--- config.mk ---
export PLATFORM = sky130hd
export DESIGN_NAME = rf_pulse_width_code_transmitter_flat
export DESIGN_NICKNAME = d
export VERILOG_FILES = /design/src/design/rfpwct_pkg.sv /design/src/design/rfpwct_if.sv /design/src/design/rf_pulse_width_code_transmitter.sv /design/src/flat_wrapper.sv
export SDC_FILE = /design/constraint.sdc
export NUM_CORES = 1
export LEC_CHECK = 0
export ABC_AREA = 0
export BUFFER_PORTS_ARGS = -buffer_cell sky130_fd_sc_hd__buf_2
export CAP_MARGIN = 20
export CELL_PAD_IN_SITES_DETAIL_PLACEMENT = 1
export CELL_PAD_IN_SITES_GLOBAL_PLACEMENT = 1
export CORE_ASPECT_RATIO = 0.7
export CORE_UTILIZATION = 43
export DETAILED_ROUTE_END_ITERATION = 16
export GPL_ROUTABILITY_DRIVEN = 0
export PLACE_DENSITY_LB_ADDON = 0.1
export SYNTH_ARGS = -nofsm -noshare
export SYNTH_HDL_FRONTEND = slang
export SYNTH_SLANG_ARGS = --single-unit
--- constraint.sdc ---
create_clock -name clk -period 3.5 [get_ports clk]
set_input_delay 0.175 -clock clk [delete_from_list [all_inputs] [get_ports clk]]
set_output_delay 0.175 -clock clk [all_outputs]
set_load 0.005 [all_outputs]
--- src/design/rfpwct_pkg.sv ---
// rfpwct_pkg: shared constants and types for the pulse-width code transmitter
// no dependencies; imported by rfpwct_in_if and the top level
package rfpwct_pkg;

  localparam int CODE_BITS = 24;
  localparam int CODE_W    = 24;
  localparam int BIDX_W    = $clog2(CODE_BITS + 1);
  localparam int TICK_W    = 8;
  localparam int RPT_W     = 4;
  localparam int ADDR_W    = 5;
  localparam int DATA_W    = 32;
  localparam int REG_IDX_W = 3;

  localparam logic REQ_START = 1'b0;
  localparam logic REQ_TICK  = 1'b1;

  localparam logic [REG_IDX_W-1:0] REG_SYNC_HIGH = 3'd0;
  localparam logic [REG_IDX_W-1:0] REG_SYNC_END  = 3'd1;
  localparam logic [REG_IDX_W-1:0] REG_ONE_HIGH  = 3'd2;
  localparam logic [REG_IDX_W-1:0] REG_ZERO_HIGH = 3'd3;
  localparam logic [REG_IDX_W-1:0] REG_BIT_END   = 3'd4;
  localparam logic [REG_IDX_W-1:0] REG_REPEAT    = 3'd5;

  localparam logic [TICK_W-1:0] SYNC_HIGH_RST = 8'd4;
  localparam logic [TICK_W-1:0] SYNC_END_RST  = 8'd128;
  localparam logic [TICK_W-1:0] ONE_HIGH_RST  = 8'd12;
  localparam logic [TICK_W-1:0] ZERO_HIGH_RST = 8'd4;
  localparam logic [TICK_W-1:0] BIT_END_RST   = 8'd16;
  localparam logic [RPT_W-1:0]  REPEAT_RST    = 4'd5;

  typedef enum logic [2:0] {
    PH_IDLE = 3'b001,
    PH_SYNC = 3'b010,
    PH_DATA = 3'b100
  } phase_t;

endpackage

--- src/design/rfpwct_if.sv ---
// rfpwct_in_if / rfpwct_out_if: valid/ready channels for request and result beats
// depends on rfpwct_pkg
interface rfpwct_in_if;
  import rfpwct_pkg::*;
  logic              valid;
  logic              ready;
  logic              req_type;
  logic [CODE_W-1:0] code_word;

  modport source (output valid, req_type, code_word, input ready);
  modport sink   (input valid, req_type, code_word, output ready);
endinterface

interface rfpwct_out_if;
  logic valid;
  logic ready;
  logic line_level;
  logic line_driven;
  logic busy_res;
  logic accepted;
  logic all_done;

  modport source (output valid, line_level, line_driven, busy_res, accepted, all_done,
                  input ready);
  modport sink   (input valid, line_level, line_driven, busy_res, accepted, all_done,
                  output ready);
endinterface

--- src/design/rf_pulse_width_code_transmitter.sv ---
// rf_pulse_width_code_transmitter: 24-bit pulse-width ook frame encoder, top level
// depends on rfpwct_pkg and the channel interfaces in rfpwct_if.sv
//
// usage:
//   in_ch carries request beats: a start beat (req_type 0) with a code word, or a
//   timer tick beat (req_type 1). a start is accepted only while idle, else rejected.
//   out_ch returns exactly one result beat per request beat: line level, line
//   driven, busy, start accepted and frame sequence done.
//   the apb port writes and reads the six timing and repeat registers at 4*i;
//   write them only while no transmission runs.
//   latency: a result beat is valid the cycle after its request beat is taken.
//   throughput: one beat per cycle; state and result are updated in one pass
//   between the request handshake and the result register.
//   a stalled receiver holds the result register; in_ch.ready drops until the
//   waiting result beat is taken, so nothing is lost.
//   reset: idle, internal level low, counters cleared, registers to their defaults,
//   no result pending.
module rf_pulse_width_code_transmitter (
  input  logic                          clk,
  input  logic                          rst,
  rfpwct_in_if.sink                     in_ch,
  rfpwct_out_if.source                  out_ch,
  input  logic                          psel,
  input  logic                          penable,
  input  logic                          pwrite,
  input  logic [rfpwct_pkg::ADDR_W-1:0] paddr,
  input  logic [rfpwct_pkg::DATA_W-1:0] pwdata,
  output logic [rfpwct_pkg::DATA_W-1:0] prdata,
  output logic                          pready
);
  import rfpwct_pkg::*;

  logic [TICK_W-1:0] sync_high_ticks;
  logic [TICK_W-1:0] sync_end_ticks;
  logic [TICK_W-1:0] one_high_ticks;
  logic [TICK_W-1:0] zero_high_ticks;
  logic [TICK_W-1:0] bit_end_ticks;
  logic [RPT_W-1:0]  repeat_count;

  phase_t              phase, phase_next;
  logic [TICK_W-1:0]   tick_count, tick_count_next;
  logic [BIDX_W-1:0]   bit_index, bit_index_next;
  logic [CODE_BITS-1:0] code_store;
  logic [RPT_W-1:0]    repeats_left, repeats_left_next;
  logic                level, level_next;

  logic                out_valid;
  logic                line_level, line_driven, busy_res, accepted, all_done;
  logic                accepted_next, done_next;

  logic                in_beat;
  logic                cfg_wr;
  logic [REG_IDX_W-1:0] reg_idx;
  logic [TICK_W:0]     count_inc;
  logic [BIDX_W-1:0]   bit_pos;
  logic                cur_bit;
  logic [TICK_W-1:0]   high_ticks;
  logic [BIDX_W-1:0]   bidx_step;
  logic [RPT_W-1:0]    rpt_dec;

  assign pready  = 1'b1;
  assign cfg_wr  = psel & penable & pwrite;
  assign reg_idx = paddr[ADDR_W-1:2];

  always_ff @(posedge clk) begin
    if (rst) begin
      sync_high_ticks <= SYNC_HIGH_RST;
      sync_end_ticks  <= SYNC_END_RST;
      one_high_ticks  <= ONE_HIGH_RST;
      zero_high_ticks <= ZERO_HIGH_RST;
      bit_end_ticks   <= BIT_END_RST;
      repeat_count    <= REPEAT_RST;
    end else if (cfg_wr) begin
      case (reg_idx)
        REG_SYNC_HIGH: sync_high_ticks <= pwdata[TICK_W-1:0];
        REG_SYNC_END:  sync_end_ticks  <= pwdata[TICK_W-1:0];
        REG_ONE_HIGH:  one_high_ticks  <= pwdata[TICK_W-1:0];
        REG_ZERO_HIGH: zero_high_ticks <= pwdata[TICK_W-1:0];
        REG_BIT_END:   bit_end_ticks   <= pwdata[TICK_W-1:0];
        REG_REPEAT:    repeat_count    <= pwdata[RPT_W-1:0];
        default: ;
      endcase
    end
  end

  always_comb begin
    case (reg_idx)
      REG_SYNC_HIGH: prdata = DATA_W'(sync_high_ticks);
      REG_SYNC_END:  prdata = DATA_W'(sync_end_ticks);
      REG_ONE_HIGH:  prdata = DATA_W'(one_high_ticks);
      REG_ZERO_HIGH: prdata = DATA_W'(zero_high_ticks);
      REG_BIT_END:   prdata = DATA_W'(bit_end_ticks);
      REG_REPEAT:    prdata = DATA_W'(repeat_count);
      default:       prdata = '0;
    endcase
  end

  // result register frees up when empty or being taken
  assign in_ch.ready = ~out_valid | out_ch.ready;
  assign in_beat     = in_ch.valid & in_ch.ready;

  assign count_inc = {1'b0, tick_count} + 1'b1;
  assign bit_pos   = BIDX_W'(CODE_BITS - 1) - bit_index;
  assign cur_bit   = (bit_index < BIDX_W'(CODE_BITS)) ? code_store[bit_pos] : 1'b0;
  assign high_ticks = cur_bit ? one_high_ticks : zero_high_ticks;
  assign rpt_dec   = (repeats_left != '0) ? repeats_left - 1'b1 : repeats_left;

  always_comb begin
    phase_next        = phase;
    tick_count_next   = tick_count;
    bit_index_next    = bit_index;
    repeats_left_next = repeats_left;
    level_next        = level;
    accepted_next     = 1'b0;
    done_next         = 1'b0;
    bidx_step         = bit_index;
    if (in_ch.req_type == REQ_START) begin
      if (phase == PH_IDLE) begin
        accepted_next     = 1'b1;
        repeats_left_next = (repeat_count != '0) ? repeat_count : RPT_W'(1);
        phase_next        = PH_SYNC;
        tick_count_next   = '0;
        bit_index_next    = '0;
        level_next        = 1'b1;
      end
    end else begin
      case (phase)
        PH_SYNC: begin
          if (count_inc > {1'b0, sync_end_ticks}) begin
            level_next      = 1'b1;
            phase_next      = PH_DATA;
            tick_count_next = '0;
            bit_index_next  = '0;
          end else begin
            if (count_inc > {1'b0, sync_high_ticks}) level_next = 1'b0;
            tick_count_next = count_inc[TICK_W-1:0];
          end
        end
        PH_DATA: begin
          if (count_inc > {1'b0, high_ticks}) level_next = 1'b0;
          if (count_inc > {1'b0, bit_end_ticks}) begin
            tick_count_next = '0;
            bidx_step       = bit_index + 1'b1;
            level_next      = 1'b1;
          end else begin
            tick_count_next = count_inc[TICK_W-1:0];
          end
          bit_index_next = bidx_step;
          if (bidx_step >= BIDX_W'(CODE_BITS)) begin
            bit_index_next    = '0;
            tick_count_next   = '0;
            repeats_left_next = rpt_dec;
            if (rpt_dec != '0) begin
              phase_next = PH_SYNC;
              level_next = 1'b1;
            end else begin
              phase_next = PH_IDLE;
              level_next = 1'b0;
              done_next  = 1'b1;
            end
          end
        end
        default: ;
      endcase
    end
  end

  always_ff @(posedge clk) begin
    if (rst) begin
      phase        <= PH_IDLE;
      tick_count   <= '0;
      bit_index    <= '0;
      repeats_left <= '0;
      level        <= 1'b0;
      out_valid    <= 1'b0;
    end else begin
      if (in_beat) begin
        phase        <= phase_next;
        tick_count   <= tick_count_next;
        bit_index    <= bit_index_next;
        repeats_left <= repeats_left_next;
        level        <= level_next;
        out_valid    <= 1'b1;
      end else if (out_ch.ready) begin
        out_valid <= 1'b0;
      end
    end
  end

  // payload registers
  always_ff @(posedge clk) begin
    if (in_beat) begin
      if ((in_ch.req_type == REQ_START) && (phase == PH_IDLE)) begin
        code_store <= CODE_BITS'(in_ch.code_word);
      end
      line_level  <= (phase_next != PH_IDLE) ? level_next : 1'b0;
      line_driven <= (phase_next != PH_IDLE);
      busy_res    <= (phase_next != PH_IDLE);
      accepted    <= accepted_next;
      all_done    <= done_next;
    end
  end

  assign out_ch.valid       = out_valid;
  assign out_ch.line_level  = line_level;
  assign out_ch.line_driven = line_driven;
  assign out_ch.busy_res    = busy_res;
  assign out_ch.accepted    = accepted;
  assign out_ch.all_done    = all_done;

endmodule
--- src/flat_wrapper.sv ---
// flat-port wrapper written by rule: the top's interface ports become plain ports
module rf_pulse_width_code_transmitter_flat import rfpwct_pkg::*;
  (clk, rst, psel, penable, pwrite, paddr, pwdata, prdata, pready, in_ch_valid, in_ch_req_type, in_ch_code_word, in_ch_ready, out_ch_valid, out_ch_line_level, out_ch_line_driven, out_ch_busy_res, out_ch_accepted, out_ch_all_done, out_ch_ready);
  rfpwct_in_if in_ch_i ();
  rfpwct_out_if out_ch_i ();
  input  logic clk;
  input  logic rst;
  input  logic psel;
  input  logic penable;
  input  logic pwrite;
  input  logic [rfpwct_pkg::ADDR_W-1:0] paddr;
  input  logic [rfpwct_pkg::DATA_W-1:0] pwdata;
  output logic [rfpwct_pkg::DATA_W-1:0] prdata;
  output logic pready;
  input wire logic [$bits(in_ch_i.valid)-1:0] in_ch_valid;
  input wire logic [$bits(in_ch_i.req_type)-1:0] in_ch_req_type;
  input wire logic [$bits(in_ch_i.code_word)-1:0] in_ch_code_word;
  output wire logic [$bits(in_ch_i.ready)-1:0] in_ch_ready;
  output wire logic [$bits(out_ch_i.valid)-1:0] out_ch_valid;
  output wire logic [$bits(out_ch_i.line_level)-1:0] out_ch_line_level;
  output wire logic [$bits(out_ch_i.line_driven)-1:0] out_ch_line_driven;
  output wire logic [$bits(out_ch_i.busy_res)-1:0] out_ch_busy_res;
  output wire logic [$bits(out_ch_i.accepted)-1:0] out_ch_accepted;
  output wire logic [$bits(out_ch_i.all_done)-1:0] out_ch_all_done;
  input wire logic [$bits(out_ch_i.ready)-1:0] out_ch_ready;
  assign in_ch_i.valid = in_ch_valid;
  assign in_ch_i.req_type = in_ch_req_type;
  assign in_ch_i.code_word = in_ch_code_word;
  assign in_ch_ready = in_ch_i.ready;
  assign out_ch_valid = out_ch_i.valid;
  assign out_ch_line_level = out_ch_i.line_level;
  assign out_ch_line_driven = out_ch_i.line_driven;
  assign out_ch_busy_res = out_ch_i.busy_res;
  assign out_ch_accepted = out_ch_i.accepted;
  assign out_ch_all_done = out_ch_i.all_done;
  assign out_ch_i.ready = out_ch_ready;
  rf_pulse_width_code_transmitter u_core (.clk(clk), .rst(rst), .in_ch(in_ch_i), .out_ch(out_ch_i), .psel(psel), .penable(penable), .pwrite(pwrite), .paddr(paddr), .pwdata(pwdata), .prdata(prdata), .pready(pready));
endmodule
==> impl_summary.log <==
INFO  metric ys_seq_area_share = 38.8%
INFO  metric detailedPlacementHpwl = 11.5 mm
INFO  metric cts_root_buf = sky130_fd_sc_hd__clkbuf_16
INFO  metric nets = 760
INFO  metric netSwitchingPower = 0.000678 W
INFO  metric crit_path_max_incr_delay = 530 ps
INFO  metric area_growth = 18.2%
INFO  metric critPathMostFrequentCell = sky130_fd_sc_hd__mux2i_1
INFO  metric worst-path-buf-inv = 2
INFO  metric post_synth_instance_area = 0.00557 sq mm
INFO  metric max_clock_freq = 291 MHz
INFO  metric critPathRequiredTime = 3600 ps
INFO  metric ys_ff_latch = 94
INFO  metric cellLeakagePower = 2.71 nW
INFO  metric detail-route-antenna-nets = 0
INFO  metric cp.arrival = 3530 ps
INFO  metric synthArstFlopShare = 0%
INFO  metric synth_enable_flop_cells = 28
INFO  metric internal-power = 0.00177 W
INFO  metric cellPowerDensity = 372 mW/mm^2
INFO  metric final_slew_violations = 0
INFO  metric synth_top_cell_area_share = 23.7%
INFO  metric cts.clk_slew.worst_paths = 80 ps
INFO  metric htreeDepth = 3
INFO  metric timing.critical_path.fanout_max = 6
INFO  metric rsz_0062_raised_after_global_routing = true
INFO  metric pwr-share-seq = 47.8%
INFO  metric drive_above_1_share = 19.2%
INFO  metric grt_pass1_vias = 4719
INFO  metric design.die.area = 0.0134 sq mm
INFO  metric grt_remaining_overflow = 0
INFO  metric finalSetupViolations = 0
INFO  metric max_cap_violations = 0
INFO  metric die_h = 97.2 um
INFO  metric power_frac_clock = 41.9%
INFO  metric totalNegativeSetupSlack = 0 ps
INFO  metric drt-total-wl = 15.6 mm
INFO  metric yosysWarningCount = 0
INFO  metric number_of_placement_rows = 34
INFO  metric routed_wl_per_cell = 19.0 um
INFO  metric worstSetupPathType = register to register
INFO  metric netlist_instances = 572
INFO  metric critical_path.cell_chain = buf_4 > mux4_2 > mux2i_1 > a211o_1 > a21oi_4 > buf_12 > mux2i_1 > ha_1 > nand3_2 > o21bai_1 > a31oi_1 > nor4b_1 > o31a_1 > a21oi_2 > nor3_1
INFO  metric status = complete, no violations
INFO  metric dominantRegCellSynth = sky130_fd_sc_hd__dfxtp_1
INFO  metric cts-buffers-inserted = 9
INFO  metric ir_worst_vdd = 0.248 mV
INFO  metric synth_largest_area_cell = sky130_fd_sc_hd__dfxtp_1
INFO  metric final_min_period_over_clock_period = 98.2%
INFO  metric number_of_buffers_between_clock_root_and_the_deepest_sink = 2
INFO  metric timing.hold.worst.class = input pin to register
INFO  metric cts_tree = yes
INFO  metric dr_vias = 4638
INFO  metric io_buffer_count = 57
INFO  metric insertedDiodeCount = 0
INFO  metric post_synth.cell_area_avg = 9.73 sq um
INFO  metric setup_skew = 13.4 ps
INFO  metric placeableCoreArea = 0.0125 sq mm
INFO  metric boundaryPins = 109
INFO  metric sort_of_element_at_the_end_of_the_critical_path = register
INFO  metric vias_per_cell = 5.64
INFO  metric tritoncts_num_sinks = 94
INFO  metric number_of_hold_violations_in_the_final_report = 0
INFO  metric finalCoreUtilization = 52.6%
INFO  metric netlist_top_cells_area = sky130_fd_sc_hd__dfxtp_1 24%, sky130_fd_sc_hd__edfxtp_1 15%, sky130_fd_sc_hd__mux2i_1 9.9%
INFO  metric global_route.usage.total = 23.6%
INFO  metric layout.cells.most_common = sky130_fd_sc_hd__nor2_1
INFO  metric detailedRoute.firstIterationViolations = 292
INFO  metric antenna_found_initial = 0
INFO  metric timing.max_slew.rel_slack = 38.2%
INFO  metric die-width = 138 um
INFO  metric layout.cells.most_common_list = 68 x sky130_fd_sc_hd__nor2_1, 65 x sky130_fd_sc_hd__dfxtp_1, 57 x sky130_fd_sc_hd__buf_2
INFO  metric firstDrtPassIters = 4
INFO  metric clock_insertion_delay_worst_skew = 360 ps
INFO  metric initial_utilization = 44.5%
INFO  metric worst-slew-pin-transition = 927 ps
INFO  metric worst_path_max_delay_cell = sky130_fd_sc_hd__mux4_2
INFO  metric worstSetupStartpointType = register
INFO  metric switching_share = 27.7%
INFO  metric drcViolationCount = 0
INFO  metric critical_path.top_delay_family = compound AO/OA/AOI/OAI gates
INFO  metric first_pass_grt_wire_length = 25.0 mm
INFO  metric timing.final.crit_period = 3440 ps
INFO  metric combPwrFrac = 10.4%
INFO  metric synthDistinctLibCells = 71
INFO  metric pin_count_of_the_biggest_net_entering_global_routing = 35
==> cells in the mapped netlist (12+ instances only) <==
cell	n
sky130_fd_sc_hd__inv_1	35
sky130_fd_sc_hd__nand2_1	18
sky130_fd_sc_hd__nor3_1	12
sky130_fd_sc_hd__buf_4	26
sky130_fd_sc_hd__clkbuf_1	16
sky130_fd_sc_hd__ha_1	36
sky130_fd_sc_hd__a21oi_1	19
sky130_fd_sc_hd__nor2_1	69
sky130_fd_sc_hd__mux2i_1	55
sky130_fd_sc_hd__edfxtp_1	28
sky130_fd_sc_hd__nand3_1	22
sky130_fd_sc_hd__dfxtp_1	66
==> final timing paths <==
check                                from                       end  slack, ps  depth (start not counted)
setup / recovery      u_core.bit_index[0]  u_core.out_ch.line_level         60                         15
hold / removal        in_ch_code_word[10]     u_core.code_store[10]         10                          1
setup reg to reg      u_core.bit_index[0]  u_core.out_ch.line_level         60                         15
hold reg to reg   u_core.bit_end_ticks[2]   u_core.bit_end_ticks[2]        510                          2
==> routing by layer <==
metal | global-route usage [%] | share of wire, % | vias up
li1 | - | - | 2199
met1 | 35.1 | 52 | 2324
met2 | 35.7 | 44 | 106
met5 | 0 | 0 | -
met4 | 5.07 | 0.67 | 0
met3 | 3.75 | 3.5 | 9
==> sequential cells by signal, summed over array words and instances, names as in the netlist, 3 cells and up <==
register,cells
u_core.zero_high_ticks,8
u_core.tick_count,8
u_core.code_store,24
u_core.one_high_ticks,8
u_core.bit_index,5
u_core.sync_high_ticks,8
u_core.phase,3
u_core.repeats_left,4
u_core.bit_end_ticks,8
u_core.sync_end_ticks,8
u_core.repeat_count,4
==> power groups by stage <==
| stage | Clock, W | Sequential, W | Combinational [W] |
|---|---|---|---|
| finish | 0.00103 | 0.00117 | 0.000254 |
| global route | 0.00109 | 0.00117 | 0.000278 |
| CTS | 0.00105 | 0.00117 | 0.000246 |
| detailed placement | 0 | 0.00120 | 0.000226 |
| global placement | 0 | 0.00119 | 0.000214 |
| floorplan | 0 | 0.00119 | 0.000168 |
==> logic make-up after synthesis <==
kind of cell / share of synthesized area [%]
multiplexers: 14.3
AND/OR/NAND/NOR: 16.0
buffers and inverters: 7.91
adder cells (fa/ha/maj): 8.09
XOR/XNOR: 1.26
flip-flops: 38.8
other: 0.135
AO/OA/AOI/OAI: 13.4
==> per-stage QoR <==
stage / cells / total power [W] / cell area, sq um / hold slack [ps] / setup slack [ps]
CTS: 821 / 0.00246 / 6510 / 6.62 / 40.5
global route: 822 / 0.00254 / 6580 / 6.48 / -44.1
floorplan: 595 / 0.00136 / 5650 / 274 / 309
finish: 822 / 0.00245 / 6580 / 12.1 / 61.5
global placement: 783 / 0.00141 / 5980 / 353 / 37.3
detailed placement: 783 / 0.00142 / 5980 / 353 / -75.1
==> cell type report <==
type	count	area [sq um]
clock inverter	7	83.8
tap	162	203
clock buffer	9	225
multi-input combinational	416	3100
fill	1425	5930
sequential	94	2170
inverter	35	131
timing repair buffer	99	672
==> repair_timing <==
item | in CTS | in global routing
setup endpoints to repair | 1 | 14
hold buffers | 22 | 0
pin swaps | 0 | 6
cloned | 0 | 0
endpoints found under the hold margin | 22 | 0
buffers inserted | 0 | 1
resized for setup | 2 | 12
Power figures use the tool's default switching activity.
